`config.mk`:
```
export PLATFORM = sky130hd
export DESIGN_NAME = velocity_command_mux_watchdog_core
export DESIGN_NICKNAME = d
export VERILOG_FILES = /design/src/rtl/vcmw_pkg.sv /design/src/rtl/velocity_command_mux_watchdog_core.sv /design/src/rtl/vcmw_src.sv /design/src/rtl/vcmw_out_stage.sv
export SDC_FILE = /design/constraint.sdc
export NUM_CORES = 1
export LEC_CHECK = 0
export BUFFER_PORTS_ARGS = -buffer_cell sky130_fd_sc_hd__buf_4
export CORE_MARGIN = 2
export CORE_UTILIZATION = 52
export CTS_CLUSTER_DIAMETER = 30
export DETAILED_ROUTE_END_ITERATION = 7
export GPL_ROUTABILITY_DRIVEN = 0
export PLACE_DENSITY = 0.78
export SLEW_MARGIN = 20
export SYNTH_ARGS = -nofsm -noshare
export SYNTH_HDL_FRONTEND = slang
export SYNTH_SLANG_ARGS = --single-unit
```
`constraint.sdc`:
```
create_clock -name clk -period 18.9 [get_ports clk]
set_input_delay 1.89 -clock clk [delete_from_list [all_inputs] [get_ports clk]]
set_output_delay 1.89 -clock clk [all_outputs]
set_load 0.1 [all_outputs]
```
`src/rtl/vcmw_pkg.sv`:
```
// shared constants and types for the velocity command mux with watchdog
package vcmw_pkg;

    localparam int AGE_WIDTH_DEF = 16;
    localparam int VEL_WIDTH_DEF = 32;
    localparam int FIELD_W       = 32;
    localparam int NCOMP         = 6;
    localparam int CFG_W         = 16;
    localparam int CFG_IDX_W     = 2;
    localparam int KIND_W        = 2;
    localparam int SRC_W         = 2;

    localparam logic [CFG_IDX_W-1:0] REG_TIMEOUT  = 2'd0;
    localparam logic [CFG_IDX_W-1:0] REG_COOLDOWN = 2'd1;
    localparam logic [CFG_IDX_W-1:0] REG_DEFAULT  = 2'd2;

    localparam logic [KIND_W-1:0] KIND_PRIMARY = 2'd0;
    localparam logic [KIND_W-1:0] KIND_DOCKING = 2'd1;
    localparam logic [KIND_W-1:0] KIND_SELECT  = 2'd2;
    localparam logic [KIND_W-1:0] KIND_TICK    = 2'd3;

    localparam logic [SRC_W-1:0] SRC_PRIMARY = 2'd0;
    localparam logic [SRC_W-1:0] SRC_DOCKING = 2'd1;

    localparam logic [CFG_W-1:0] TIMEOUT_RESET  = 16'd200;
    localparam logic [CFG_W-1:0] COOLDOWN_RESET = 16'd500;
    localparam logic [SRC_W-1:0] DEFAULT_RESET  = SRC_PRIMARY;

    typedef logic [NCOMP-1:0][FIELD_W-1:0] vel_vec_t;

    typedef struct packed {
        logic             cmd;
        logic             tick;
        logic             judge;
        logic [CFG_W-1:0] timeout;
        logic [CFG_W-1:0] cooldown;
    } src_ctrl_t;

    typedef struct packed {
        logic emit;
        logic forced;
    } src_stat_t;

endpackage

```
`src/rtl/velocity_command_mux_watchdog_core.sv`:
```
// top level: input register, two sources, source select and result register
// pipeline: two register stages; a tick result passes the input register, then the result register, onto m_tvalid
// throughput: one transaction per cycle while m_tready stays high
// a stalled result holds the input register and drops s_tready after at most one more transaction
// reset: timeout 200, cooldown 500, primary source active, both sources unseen
module velocity_command_mux_watchdog_core #(
    parameter int AGE_WIDTH = vcmw_pkg::AGE_WIDTH_DEF,
    parameter int VEL_WIDTH = vcmw_pkg::VEL_WIDTH_DEF
) (
    input  logic                                          clk,
    input  logic                                          rst_n,
    input  logic                                          s_tvalid,
    output logic                                          s_tready,
    // lin_x, lin_y, lin_z, ang_x, ang_y, ang_z
    input  logic [vcmw_pkg::NCOMP*vcmw_pkg::FIELD_W-1:0]  s_tdata,
    // kind, chosen_source
    input  logic [vcmw_pkg::KIND_W+vcmw_pkg::SRC_W-1:0]   s_tuser,
    output logic                                          m_tvalid,
    input  logic                                          m_tready,
    // out_lin_x, out_lin_y, out_lin_z, out_ang_x, out_ang_y, out_ang_z
    output logic [vcmw_pkg::NCOMP*vcmw_pkg::FIELD_W-1:0]  m_tdata,
    // forced_zero
    output logic [0:0]                                    m_tuser,
    input  logic                                          cfg_valid,
    output logic                                          cfg_ready,
    input  logic [vcmw_pkg::CFG_IDX_W-1:0]                cfg_index,
    input  logic [vcmw_pkg::CFG_W-1:0]                    cfg_data
);
    import vcmw_pkg::*;

    logic              in_valid_reg;
    logic [KIND_W-1:0] in_kind_reg;
    logic [SRC_W-1:0]  in_sel_reg;
    vel_vec_t          in_vel_reg;
    logic [CFG_W-1:0]  timeout_reg;
    logic [CFG_W-1:0]  cooldown_reg;
    logic [SRC_W-1:0]  active_reg;
    logic              advance;
    logic              out_free;
    logic              is_tick;
    logic              act_primary;
    logic              act_docking;
    src_ctrl_t         p_ctrl;
    src_ctrl_t         d_ctrl;
    src_stat_t         p_stat;
    src_stat_t         d_stat;
    vel_vec_t          p_vel;
    vel_vec_t          d_vel;
    logic              res_valid;
    logic              res_forced;
    vel_vec_t          res_vel;
    logic              cfg_wr;

    assign advance   = in_valid_reg && out_free;
    assign s_tready  = !in_valid_reg || advance;
    assign cfg_ready = 1'b1;
    assign cfg_wr    = cfg_valid && cfg_ready;

    assign is_tick     = advance && (in_kind_reg == KIND_TICK);
    assign act_primary = (active_reg == SRC_PRIMARY);
    assign act_docking = (active_reg == SRC_DOCKING);

    assign p_ctrl.cmd      = advance && (in_kind_reg == KIND_PRIMARY);
    assign p_ctrl.tick     = is_tick;
    assign p_ctrl.judge    = is_tick && act_primary;
    assign p_ctrl.timeout  = timeout_reg;
    assign p_ctrl.cooldown = cooldown_reg;

    assign d_ctrl.cmd      = advance && (in_kind_reg == KIND_DOCKING);
    assign d_ctrl.tick     = is_tick;
    assign d_ctrl.judge    = is_tick && act_docking;
    assign d_ctrl.timeout  = timeout_reg;
    assign d_ctrl.cooldown = cooldown_reg;

    vcmw_src #(
        .AGE_WIDTH (AGE_WIDTH),
        .VEL_WIDTH (VEL_WIDTH)
    ) u_primary (
        .clk     (clk),
        .rst_n   (rst_n),
        .ctrl    (p_ctrl),
        .vel_in  (in_vel_reg),
        .stat    (p_stat),
        .vel_out (p_vel)
    );

    vcmw_src #(
        .AGE_WIDTH (AGE_WIDTH),
        .VEL_WIDTH (VEL_WIDTH)
    ) u_docking (
        .clk     (clk),
        .rst_n   (rst_n),
        .ctrl    (d_ctrl),
        .vel_in  (in_vel_reg),
        .stat    (d_stat),
        .vel_out (d_vel)
    );

    always_comb
    begin
        res_valid  = is_tick;
        res_forced = 1'b1;
        res_vel    = '0;
        if (act_primary)
        begin
            res_valid  = is_tick && p_stat.emit;
            res_forced = p_stat.forced;
            res_vel    = p_stat.forced ? '0 : p_vel;
        end
        else if (act_docking)
        begin
            res_valid  = is_tick && d_stat.emit;
            res_forced = d_stat.forced;
            res_vel    = d_stat.forced ? '0 : d_vel;
        end
    end

    vcmw_out_stage u_out (
        .clk        (clk),
        .rst_n      (rst_n),
        .res_valid  (res_valid),
        .res_vel    (res_vel),
        .res_forced (res_forced),
        .out_free   (out_free),
        .m_tvalid   (m_tvalid),
        .m_tready   (m_tready),
        .m_tdata    (m_tdata),
        .m_tuser    (m_tuser)
    );

    always_ff @(posedge clk or negedge rst_n)
    begin
        if (!rst_n)
        begin
            in_valid_reg <= 1'b0;
        end
        else if (s_tready)
        begin
            in_valid_reg <= s_tvalid;
        end
    end

    always_ff @(posedge clk)
    begin
        if (s_tvalid && s_tready)
        begin
            in_kind_reg <= s_tuser[KIND_W-1:0];
            in_sel_reg  <= s_tuser[KIND_W+SRC_W-1:KIND_W];
            in_vel_reg  <= s_tdata;
        end
    end

    always_ff @(posedge clk or negedge rst_n)
    begin
        if (!rst_n)
        begin
            timeout_reg  <= TIMEOUT_RESET;
            cooldown_reg <= COOLDOWN_RESET;
            active_reg   <= DEFAULT_RESET;
        end
        else
        begin
            if (cfg_wr)
            begin
                unique case (cfg_index)
                    REG_TIMEOUT:  timeout_reg  <= cfg_data;
                    REG_COOLDOWN: cooldown_reg <= cfg_data;
                    REG_DEFAULT:  active_reg   <= cfg_data[SRC_W-1:0];
                    default:      ;
                endcase
            end
            if (advance && (in_kind_reg == KIND_SELECT)
                && ((in_sel_reg == SRC_PRIMARY) || (in_sel_reg == SRC_DOCKING)))
            begin
                active_reg <= in_sel_reg;
            end
        end
    end

    a_forced_is_zero: assert property (@(posedge clk) disable iff (!rst_n)
        (m_tvalid && m_tuser[0]) |-> (m_tdata == '0))
        else $error("forced result carries nonzero velocity");

    a_stall_cause: assert property (@(posedge clk) disable iff (!rst_n)
        !s_tready |-> (in_valid_reg && m_tvalid && !m_tready))
        else $error("input stalled without a blocked result");

    a_result_from_tick: assert property (@(posedge clk) disable iff (!rst_n)
        res_valid |-> (advance && (in_kind_reg == KIND_TICK)))
        else $error("result produced by a non-tick transaction");

endmodule

```
`src/rtl/vcmw_src.sv`:
```
// per-source command store, age counters and stale guard
module vcmw_src #(
    parameter int AGE_WIDTH = vcmw_pkg::AGE_WIDTH_DEF,
    parameter int VEL_WIDTH = vcmw_pkg::VEL_WIDTH_DEF
) (
    input  logic                clk,
    input  logic                rst_n,
    input  vcmw_pkg::src_ctrl_t ctrl,
    input  vcmw_pkg::vel_vec_t  vel_in,
    output vcmw_pkg::src_stat_t stat,
    output vcmw_pkg::vel_vec_t  vel_out
);
    import vcmw_pkg::*;

    localparam int CMP_W = (AGE_WIDTH > CFG_W) ? AGE_WIDTH : CFG_W;

    logic [NCOMP-1:0][VEL_WIDTH-1:0] store_reg;
    logic                            seen_reg;
    logic                            guard_reg;
    logic                            guard_next;
    logic [AGE_WIDTH-1:0]            age_reg;
    logic [AGE_WIDTH-1:0]            age_next;
    logic [AGE_WIDTH-1:0]            gage_reg;
    logic [AGE_WIDTH-1:0]            gage_next;
    logic [AGE_WIDTH-1:0]            age_inc;
    logic [AGE_WIDTH-1:0]            gage_inc;
    logic                            fresh;
    logic                            first_stale;
    logic                            guarding;

    assign age_inc  = (age_reg == '1) ? age_reg : age_reg + 1'b1;
    assign gage_inc = (gage_reg == '1) ? gage_reg : gage_reg + 1'b1;

    assign fresh       = seen_reg && (CMP_W'(age_inc) < CMP_W'(ctrl.timeout));
    assign first_stale = seen_reg && !guard_reg;
    assign guarding    = guard_reg && (CMP_W'(gage_inc) < CMP_W'(ctrl.cooldown));

    assign stat.emit   = fresh || first_stale || guarding;
    assign stat.forced = !fresh;

    always_comb
    begin
        for (int i = 0; i < NCOMP; i++)
        begin
            vel_out[i] = FIELD_W'(store_reg[i]);
        end
    end

    always_comb
    begin
        age_next   = age_reg;
        gage_next  = gage_reg;
        guard_next = guard_reg;
        if (ctrl.cmd)
        begin
            age_next   = '0;
            guard_next = 1'b0;
        end
        else if (ctrl.tick)
        begin
            age_next = age_inc;
            if (guard_reg)
            begin
                gage_next = gage_inc;
            end
            if (ctrl.judge)
            begin
                if (fresh)
                begin
                    guard_next = 1'b0;
                end
                else if (first_stale)
                begin
                    guard_next = 1'b1;
                    gage_next  = '0;
                end
            end
        end
    end

    always_ff @(posedge clk or negedge rst_n)
    begin
        if (!rst_n)
        begin
            seen_reg  <= 1'b0;
            guard_reg <= 1'b0;
            age_reg   <= '0;
            gage_reg  <= '0;
        end
        else
        begin
            guard_reg <= guard_next;
            age_reg   <= age_next;
            gage_reg  <= gage_next;
            if (ctrl.cmd)
            begin
                seen_reg <= 1'b1;
            end
        end
    end

    always_ff @(posedge clk)
    begin
        if (ctrl.cmd)
        begin
            for (int i = 0; i < NCOMP; i++)
            begin
                store_reg[i] <= VEL_WIDTH'(vel_in[i]);
            end
        end
    end

    a_guard_needs_seen: assert property (@(posedge clk) disable iff (!rst_n)
        guard_reg |-> seen_reg)
        else $error("guard set on a source never commanded");

    a_cmd_clears: assert property (@(posedge clk) disable iff (!rst_n)
        ctrl.cmd |=> (age_reg == '0) && !guard_reg)
        else $error("command did not clear age and guard");

    a_idle_tick_keeps_guard: assert property (@(posedge clk) disable iff (!rst_n)
        (ctrl.tick && !ctrl.judge) |=> $stable(guard_reg))
        else $error("guard changed on a tick for an inactive source");

endmodule

```
`src/rtl/vcmw_out_stage.sv`:
```
// result register on the master side
module vcmw_out_stage (
    input  logic                          clk,
    input  logic                          rst_n,
    input  logic                          res_valid,
    input  vcmw_pkg::vel_vec_t            res_vel,
    input  logic                          res_forced,
    output logic                          out_free,
    output logic                          m_tvalid,
    input  logic                          m_tready,
    output logic [vcmw_pkg::NCOMP*vcmw_pkg::FIELD_W-1:0] m_tdata,
    output logic [0:0]                    m_tuser
);
    import vcmw_pkg::*;

    logic     valid_reg;
    vel_vec_t vel_reg;
    logic     forced_reg;

    assign out_free = !valid_reg || m_tready;
    assign m_tvalid = valid_reg;
    assign m_tdata  = vel_reg;
    assign m_tuser  = forced_reg;

    always_ff @(posedge clk or negedge rst_n)
    begin
        if (!rst_n)
        begin
            valid_reg <= 1'b0;
        end
        else if (out_free)
        begin
            valid_reg <= res_valid;
        end
    end

    always_ff @(posedge clk)
    begin
        if (out_free && res_valid)
        begin
            vel_reg    <= res_vel;
            forced_reg <= res_forced;
        end
    end

endmodule
```
==> run summary, run 1 <==
H-tree Lvls: 4
Post-Syn Area per Cell: 18.10 um^2
status: complete, no violations
hold path cells: 0
gr usage total: 24.01%
Crit Reg-Reg Startpoint: u_docking.age_reg[0]
CP Max Fanout: 72
Hold Startpoint: in_vel_reg[87]
relative slew slack: 24.41%
Die W: 253.1 um
library cells used by synthesis: 67
ANT nets after route: 0
FMAX: 164.4 MHz
Reg power frac: 40.7%
asr flop ratio synth: 11.86%
buffer depth of the longest clock path: 3
Startpoint Class: flip-flop
Syn. warnings: 0
fill count: 3,819
GRT overflow: 0
number of cell rows: 91
die area: 64,040 um^2
WP data required: 19.20 ns
PortBufs: 413
VDD IR-drop max: 0.1298 mV
max_cap viols: 0
Routed WL per cell: 24.19 um
first-pass GRT wire length: 113.7 mm
Placed Area: 36,200 um^2
Worst-path clk slew: 0.04 ns
Clock power frac: 46.7%
Synth Flop Type: edfxtp_1
Internal: 4.278 mW
hold slack: 0.4179 ns
CTS buffer count: 147
Tot Pwr: 5.807 mW
final setup fails: 0
WHS Endpoint: u_docking.vel_out[87]
Fin Setup TNS: 0 ns
CTS tree: built
via count: 18,540
DRC: 0
gr busiest metal: met2
RSZ-0062 raised after global routing: no
Post-Synthesis Cell Area: 32,260 um^2
CP Capture Type: flip-flop
static leakage: 15.88 nW
post-cts gate resize count: 0
clock sinks: 877
reg2reg end: u_out.m_tdata[71]
met1 Track Usage GR: 27.54%
FF+latch count, synth: 877
most common cell after layout, fill and taps aside: edfxtp_1
CORE AREA: 61,480 um^2
Synth-to-Final Area Change: 28.37%
Least-Margin Pin Slew: 1.134 ns
number of global-route vias before repair: 19,050
CTS root buffer: clkbuf_16
CP arrival: 6.38 ns
initial DRC count: 1,610
share of layout cells above drive strength 1: 30.86%
post-layout util: 67.35%
reg2reg setup slack: 12.82 ns
Die Height: 253.1 um
Max Slew Vio Count: 0
initial antenna violation count: 14
I/O Pins: 415
dpl hpwl: 46.44 mm
met2 track demand over resource: 40.40%
pin count of the biggest net entering global routing: 195
P_sw: 1.529 mW
final hold viol count: 0
most frequent cells in the layout: 773 x edfxtp_1, 427 x buf_4, 223 x a22o_1
EDFF count, synth: 773
Final min period: 6.083 ns
clk_skew: 0.05558 ns
cell count after synthesis: 1,782
Seq/Total Area, Yosys: 80.07%
Post-CTS Hold Fix Bufs: 0
setup repair bufs after CTS: 0
DRT Pass-1 Iters: 6
design area: 41,410 um^2
GR Util met3: 8.769%
initial cell density of the core: 52.46%
Worst Hold Class: reg -> reg
Net count, final: 2,568
Worst-Skew Late Latency: 0.71 ns
R2R depth: 17
final wirelength: 77.57 mm
Syn Nets: 2,065
power per cell area: 140.2 nW/um^2
Setup CP Type: reg -> reg
Comb pwr share: 12.6%
vias per inst: 5.780
Switching Share: 26.33%
Final period util: 32.19%
==> metrics by stage <==
step / std cells / worst slack [ns]
after floorplan: 1782 / 0.5792
after global placement: 2926 / 13.10
after detailed placement: 2926 / 12.96
after CTS: 3198 / 12.93
after global routing: 3203 / 12.37
final: 3207 / 12.82
==> critical path, cell delays in order, from the launching register on <==
cell and delay (ns):
dfrtp_1 0.45, ha_1 0.27, nand3_1 0.19, nor4_4 0.11
nor4_2 0.42, nand3_1 0.25, or2_2 0.37, xnor2_1 0.18
ha_1 0.28, nand4_1 0.14, inv_1 0.05, a221oi_1 0.46
o41ai_1 0.27, nand2_1 0.14, nor2_1 0.08, a221oi_4 0.28
buf_4 0.76, buf_4 0.92
==> power groups by stage <==
stage / Combinational [mW] / Clock, mW / Sequential (mW)
3_3_place_gp: 0.703 / 0 / 2.39
3_5_place_dp: 0.722 / 0 / 2.39
6_report: 0.731 / 2.71 / 2.36
2_1_floorplan: 0.324 / 0 / 2.60
4_1_cts: 0.730 / 2.75 / 2.36
5_1_grt: 0.767 / 2.84 / 2.37
==> area by class of cell <==
type                    count  area (um^2)  share of cell area, %
clock inverters            97         1230                  2.970
flip-flops and latches    877        25830                  62.37
well taps                 790        988.4                  2.387
repair buffers            429         3246                  7.838
clock buffers             175         3950                  9.540
multi-input cells         793         6006                  14.50
inverters                  37        138.9                 0.3354
diodes                      9        22.52                0.05439
==> layer usage <==
metal | part of all wire, % | wire length [um]
met2 | 51 | 39620
met5 | 0.13 | 104
met1 | 36 | 27540
met3 | 9.6 | 7434
met4 | 3.7 | 2868
==> how the worst max path moves through the flow <==
stage / startpoint / to / slack (ns)
2_1_floorplan: u_primary.gage_reg[2] / u_out.m_tdata[0] / 0.58
3_3_place_gp: u_docking.age_reg[0] / u_out.m_tdata[143] / 13.10
3_5_place_dp: u_docking.age_reg[0] / u_out.m_tdata[144] / 12.96
4_1_cts: u_docking.age_reg[0] / u_out.m_tdata[108] / 12.93
5_1_grt: u_docking.age_reg[0] / u_out.m_tdata[71] / 12.37
6_report: u_docking.age_reg[0] / u_out.m_tdata[71] / 12.82
==> cell usage after synthesis (5+ instances only) <==
| cell type | n | area (um^2) |
|---|---|---|
| a211oi_1 | 5 | 37.54 |
| a21oi_1 | 24 | 120.1 |
| a22o_1 | 223 | 1953 |
| a31oi_1 | 7 | 43.79 |
| a32o_1 | 19 | 190.2 |
| and2_1 | 5 | 31.28 |
| and3_1 | 9 | 56.30 |
| and4_1 | 6 | 52.55 |
| buf_2 | 39 | 195.2 |
| clkbuf_1 | 32 | 120.1 |
| dfrtp_1 | 95 | 2377 |
| dfstp_2 | 9 | 236.5 |
| edfxtp_1 | 773 | 23210 |
| ha_1 | 64 | 800.8 |
| inv_1 | 37 | 138.9 |
| mux2_2 | 34 | 382.9 |
| mux2i_1 | 5 | 50.05 |
| nand2_1 | 86 | 322.8 |
| nand2b_1 | 9 | 56.30 |
| nand3_1 | 39 | 195.2 |
| nand4_1 | 15 | 93.84 |
| nor2_1 | 59 | 221.5 |
| nor2b_1 | 6 | 37.54 |
| nor3_1 | 19 | 95.09 |
| o21ai_0 | 44 | 220.2 |
| o31ai_1 | 7 | 52.55 |
| or2_2 | 5 | 31.28 |
| xnor2_1 | 25 | 219.0 |
| xor2_1 | 16 | 140.1 |
==> logic make-up after synthesis <==
family | Yosys count | share of synthesized area (%)
buffers and inverters | 112 | 1.490
adder cells (fa/ha/maj) | 64 | 2.483
AND/OR/NAND/NOR | 283 | 4.465
XOR/XNOR | 41 | 1.113
multiplexers | 39 | 1.342
other | 1 | 0.01163
AO/OA/AOI/OAI | 365 | 9.030
flip-flops | 877 | 80.07
No activity file was read; power rests on OpenSTA's default activity.
==> inputs of run 2 (changes only) <==
--- a/config.mk
+++ b/config.mk
@@ -5,13 +5,14 @@
 export SDC_FILE = /design/constraint.sdc
 export NUM_CORES = 1
 export LEC_CHECK = 0
+export ABC_AREA = 1
 export BUFFER_PORTS_ARGS = -buffer_cell sky130_fd_sc_hd__buf_4
 export CORE_MARGIN = 2
-export CORE_UTILIZATION = 52
+export CORE_UTILIZATION = 58
 export CTS_CLUSTER_DIAMETER = 30
 export DETAILED_ROUTE_END_ITERATION = 7
 export GPL_ROUTABILITY_DRIVEN = 0
-export PLACE_DENSITY = 0.78
+export PLACE_DENSITY = 0.82
 export SLEW_MARGIN = 20
 export SYNTH_ARGS = -nofsm -noshare
 export SYNTH_HDL_FRONTEND = slang
==> constraint.sdc (replaced) <==
create_clock -name clk -period 6.2 [get_ports clk]
set_input_delay 0.62 -clock clk [delete_from_list [all_inputs] [get_ports clk]]
set_output_delay 0.62 -clock clk [all_outputs]
set_load 0.1 [all_outputs]
==> run 2 against run 1 <==
Net effect:
- clock-buffer cell count shrank 11
- combinational power increased to 4.5 times the previous value
- utilization rose by 6.0 points
- synthesized area grew 3.7%
- non-clock buffer count increased by 6
- largest power group unchanged
- highest routed layer unchanged
==> run summary, run 2 <==
status: complete, no violations
FF+latch count, synth: 877
most frequent cells in the layout: 773 x edfxtp_1, 762 x nand2_1, 425 x buf_4
die area: 59,620 um^2
register area: 25,830 um^2
asr flop ratio synth: 11.86%
DP Worst Slack: 1.512 ns
vias per inst: 5.530
Routed WL per cell: 22.01 um
pin count of the biggest net entering global routing: 157
Synth-to-Final Area Change: 25.69%
Tot Pwr: 18.50 mW
Post-Synthesis Cell Area: 33,460 um^2
number of global-route vias before repair: 21,800
Post-Syn Area per Cell: 13.73 um^2
I/O Pins: 415
power per cell area: 440.0 nW/um^2
Worst-Skew Late Latency: 0.72 ns
Seq/Total Area, Yosys: 77.19%
first-pass GRT wire length: 126.0 mm
fill count: 3,143
number of cell rows: 88
ANT nets after route: 0
CTS root buffer: clkbuf_16
Inst Count DP: 3,568
CTS tree: built
share of layout cells above drive strength 1: 25.79%
final hold viol count: 0
static leakage: 17.17 nW
Setup CP Type: reg -> reg
commonest cells in the synthesized netlist: 773 x edfxtp_1, 765 x nand2_1, 158 x inv_1, 121 x o21ai_0, 95 x dfrtp_1
CORE AREA: 57,370 um^2
initial antenna violation count: 13
Net count, final: 3,231
relative slew slack: 32.85%
Final WS setup: 1.431 ns
Startpoint Class: flip-flop
CP Cell Sequence: ha_1, nand2_1, nor2_1, nand2_2, nor2_1, inv_1, nor2_1, inv_1, nand2_1, xor2_1, inv_1, ha_1, a21oi_1, o21ai_0, nand3_1, a21oi_1, a211oi_1, nand3_4, nand3_1, nand2_1, nand2_8, buf_4
final cell count without fillers: 3,837
Die Height: 244.2 um
Least-Margin Pin Slew: 1.007 ns
buffer depth of the longest clock path: 3
Post-CTS Hold Fix Bufs: 1
WP buf/inv: 4
Fin Setup TNS: 0 ns
Worst-path clk slew: 0.06 ns
initial cell density of the core: 58.32%
EDFF count, synth: 773
hold slack: 0.06885 ns
Final period util: 76.91%
dpl hpwl: 47.61 mm
design area: 42,050 um^2
Placed Area: 37,280 um^2
Max Slew Vio Count: 0
clock sinks: 877
slowest cell on the critical path: nand2_8
CTS buffer count: 142
H-tree Lvls: 4
cell count after synthesis: 2,437
cell taking the most area after synthesis: edfxtp_1
post-cts gate resize count: 0
post-layout util: 73.30%
Worst Hold Class: in -> reg
initial DRC count: 1,754
area of the multi-input gates: 6499 um^2
RSZ-0062 raised after global routing: no
Top delay family on crit path: simple AND/OR/NAND/NOR gates
Syn Nets: 2,720
crit-path max cell delay: 0.56 ns
library cells used by synthesis: 40
WP data required: 6.58 ns
DRT Pass-1 Iters: 6
Synth Flop Type: edfxtp_1
synth top area cells: edfxtp_1 69%, nand2_1 8.6%, dfrtp_1 7.1%, ha_1 2.4%, o21ai_0 1.8%
top-count cell post-synth: edfxtp_1
Syn. warnings: 0
final wirelength: 84.44 mm
gr usage total: 28.39%
GRT overflow: 0
setup repair bufs after CTS: 0
final setup fails: 0
CP Capture Type: flip-flop
CP Max Fanout: 83
FMAX: 209.7 MHz
VDD IR-drop max: 0.4327 mV
CP arrival: 5.15 ns
post-synth top area share: 69.38%
clk_skew: 0.05050 ns
max_cap viols: 0
Final min period: 4.769 ns
PortBufs: 413
via count: 21,220
most common cell after layout, fill and taps aside: edfxtp_1
Die W: 244.2 um
DRC: 0
## run 2: worst reg2reg max path: stages (launching register included)
cell and delay, ns:
dfrtp_1 0.38, ha_1 0.21, nand2_1 0.08, nor2_1 0.17, nand2_2 0.11, nor2_1 0.13, inv_1 0.10, nor2_1 0.21
inv_1 0.13, nand2_1 0.10, xor2_1 0.19, inv_1 0.07, ha_1 0.29, a21oi_1 0.15, o21ai_0 0.10, nand3_1 0.08
a21oi_1 0.07, a211oi_1 0.37, nand3_4 0.19, nand3_1 0.14, nand2_1 0.16, nand2_8 0.56, buf_4 0.49
## run 2: logic make-up (layout without fill, tap and decap cells)
kind of cell	Yosys count	in the layout	synth area share, %
DFF	877	877	77.19
other	1	10	0.01121
xor gates and xnor gates	38	38	0.9948
and+or+nand+nor	1030	1030	12.79
buffers and inverters	232	858	3.515
AOI/OAI and AO/OA	195	195	3.100
adders and majority gates	64	64	2.394
## run 2: layout make-up
cell class | instances | share of cell area [%]
Tap cell | 765 | 2.276
Clock buffer | 164 | 8.897
Multi-Input combinational cell | 1328 | 15.45
Clock inverter | 95 | 2.371
Inverter | 164 | 1.482
Timing Repair Buffer | 435 | 8.040
Antenna cell | 9 | 0.05356
Sequential cell | 877 | 61.43
## run 2: worst paths after layout
path,startpoint,end,slack [ns],cells past startpoint
worst max-delay path,u_primary.age_reg[0],u_out.m_tdata[9],1.43,22
worst min-delay path,s_tdata[189],in_vel_reg[189],0.07,1
worst max register to register,u_primary.age_reg[0],u_out.m_tdata[9],1.43,22
worst min register to register,in_vel_reg[88],u_primary.vel_out[88],0.42,0
max in group asynchronous,rst_n,u_out.m_tvalid,4.42,3
min in group asynchronous,rst_n,u_docking.age_reg[2],0.38,2
## run 2: power by group
| group | switching (mW) | internal (mW) |
|---|---|---|
| Sequential | 0.313 | 7.14 |
| Combinational | 2.45 | 0.827 |
| Clock | 2.95 | 4.82 |
## run 2: layer usage
layer | wire, um | track usage, % | vias up
met3 | 7695 | 7.254 | 237
met2 | 43430 | 48.80 | 1191
met1 | 29280 | 33.03 | 10320
met5 | 56 | 0 | -
li1 | - | - | 9460
met4 | 3987 | 14.67 | 8
==> inputs of run 3 (changes only) <==
--- a/config.mk
+++ b/config.mk
@@ -8,11 +8,11 @@
 export ABC_AREA = 1
 export BUFFER_PORTS_ARGS = -buffer_cell sky130_fd_sc_hd__buf_4
 export CORE_MARGIN = 2
-export CORE_UTILIZATION = 58
+export CORE_UTILIZATION = 52
 export CTS_CLUSTER_DIAMETER = 30
 export DETAILED_ROUTE_END_ITERATION = 7
 export GPL_ROUTABILITY_DRIVEN = 0
-export PLACE_DENSITY = 0.82
+export PLACE_DENSITY = 0.78
 export SLEW_MARGIN = 20
 export SYNTH_ARGS = -nofsm -noshare
 export SYNTH_HDL_FRONTEND = slang
==> constraint.sdc (replaced) <==
create_clock -name clk -period 4.3 [get_ports clk]
set_input_delay 0.43 -clock clk [delete_from_list [all_inputs] [get_ports clk]]
set_output_delay 0.43 -clock clk [all_outputs]
set_load 0.1 [all_outputs]
==> run 3 against run 2 <==
Net effect:
- clock power increased by 56%
- via count up 6.0%
- die area is 11% higher
- first-iteration DRC count up 37%
- clock-buffer cell count grew 7
- setup slack got worse by 1.1 ns
- non-clock buffer count grew 228
- total power increased by 51%
- hold slack worse by 0.022 ns
- largest cell class unchanged
- largest power group unchanged
==> run summary, run 3 (same netlist as run 2, synthesis figures left out) <==
final setup fails: 0
VDD IR-drop max: 0.4692 mV
Final WS setup: 0.3136 ns
H-tree Lvls: 4
met2 routed WL: 47.36 mm
status: complete, no violations
hold slack: 0.04689 ns
DP Worst Slack: 0.2071 ns
design area: 45,020 um^2
fill count: 3,647
Die Height: 257.7 um
CP Max Fanout: 27
clock sinks: 877
Max Slew Vio Count: 0
Top delay family on crit path: simple AND/OR/NAND/NOR gates
gr usage total: 27.18%
Die W: 257.7 um
most common cell after layout, fill and taps aside: edfxtp_1
relative slew slack: 14.83%
final wirelength: 92.04 mm
Fin Setup TNS: 0 ns
Worst-Skew Late Latency: 0.73 ns
reg2reg setup slack: 0.31 ns
Least-Margin Pin Slew: 1.278 ns
Net count, final: 3,466
Worst Hold Class: in -> reg
clk_skew: 0.05750 ns
number of global-route vias before repair: 23,310
static leakage: 18.46 nW
FMAX: 250.9 MHz
initial antenna violation count: 13
Final period util: 92.71%
Routed WL per cell: 22.12 um
CTS buffer count: 148
CP Cell Sequence: ha_1, inv_1, nor4_1, nand2_1, inv_1, nand4_1, nand2_1, xor2_1, ha_1, nand2_1, o21ai_0, nand3_1, a21oi_1, nor3_1, nand2_1, nand3_1, nand2_4, nand2_8, buf_12, buf_12
CTS root buffer: clkbuf_16
initial DRC count: 2,397
CORE AREA: 63,310 um^2
CP Capture Type: flip-flop
via count: 22,480
Startpoint Class: flip-flop
CTS tree: built
first-pass GRT wire length: 135.9 mm
DRC: 0
WP buf/inv: 4
DRT Pass-1 Iters: 5
crit-path max cell delay: 0.46 ns
most frequent cells in the layout: 773 x edfxtp_1, 760 x nand2_1, 431 x buf_4
Worst-path clk slew: 0.05 ns
number of cell rows: 92
met1 WL: 32.41 mm
CP arrival: 4.39 ns
PortBufs: 413
Placed Area: 37,670 um^2
slowest cell on the critical path: nor4_1
Setup CP Type: reg -> reg
die area: 66,380 um^2
CP dominant cell by count: nand2_1
buffer depth of the longest clock path: 3
power per cell area: 621.4 nW/um^2
initial cell density of the core: 52.84%
Synth-to-Final Area Change: 34.56%
Final min period: 3.986 ns
ANT nets after route: 0
max_cap viols: 0
vias per inst: 5.403
WP data required: 4.70 ns
I/O Pins: 415
met3 wire len: 8.190 mm
final hold viol count: 0
dpl hpwl: 49.57 mm
pin count of the biggest net entering global routing: 162
Highest Signal Layer: met5
share of layout cells above drive strength 1: 25.28%
GRT overflow: 0
[run 3: changes by cell type in the layout (fill, tap and decap cells not counted), sizes merged, moves of 7 or more]
cell         delta
clkinvlp       -12
dlygate4sd3   +205
bufinv          +7
clkbuf          +8
buf            +22
clkinv          +9
[run 3: final timing paths]
path                                       startpoint                     to  cells past startpoint
worst max-delay path            u_primary.gage_reg[0]      u_out.m_tdata[87]                     20
worst min-delay path                      cfg_data[0]        cooldown_reg[0]                      3
worst max register to register  u_primary.gage_reg[0]      u_out.m_tdata[87]                     20
worst min register to register         in_vel_reg[29]  u_docking.vel_out[29]                      0
max in group asynchronous                       rst_n  u_primary.age_reg[12]                      3
min in group asynchronous                       rst_n         timeout_reg[2]                      2
[run 3: where the power goes]
part | internal [mW] | switching [mW] | total [mW]
combinational | 1.42 | 3.67 | 5.09
clock | 7.64 | 4.48 | 12.1
sequential | 10.3 | 0.467 | 10.8
total | 19.4 | 8.62 | 28.0
[run 3: final cells by class]
class	count	area [um^2]	area share, %
Antenna cell	8	20.02	0.04447
Timing Repair Buffer	663	5813	12.91
Clock buffer	171	3890	8.641
Tap cell	846	1059	2.351
Clock inverter	103	1252	2.782
Inverter	164	619.3	1.376
Sequential cell	877	25830	57.38
Multi-Input combinational cell	1329	6535	14.52
[run 3: tightest hold or removal path: stages]
cell and delay (ns):
buf_4 0.08, inv_1 0.05, o21ai_0 0.14
[run 3: routing by layer]
layer	track usage, %	up-vias
li1	-	9946
met1	30.88	10870
met2	47.85	1374
met3	7.303	283
met4	12.68	12
met5	0	-
[run 3: per-stage QoR]
stage / utilization, % / std cells / power (mW)
6_report: 71.11 / 4161 / 27.98
4_1_cts: 70.88 / 4148 / 27.69
5_1_grt: 71.09 / 4158 / 28.87
3_3_place_gp: 59.50 / 3668 / 15.36
3_5_place_dp: 59.50 / 3668 / 15.55
2_1_floorplan: - / 2437 / 14.30
[run 3: what timing repair did]
item	4_1_cts	5_1_grt
endpoints found under the hold margin	272	0
hold buffers	206	0
gates resized for setup	0	10
endpoints found under the setup margin	0	373
buffers inserted	0	3
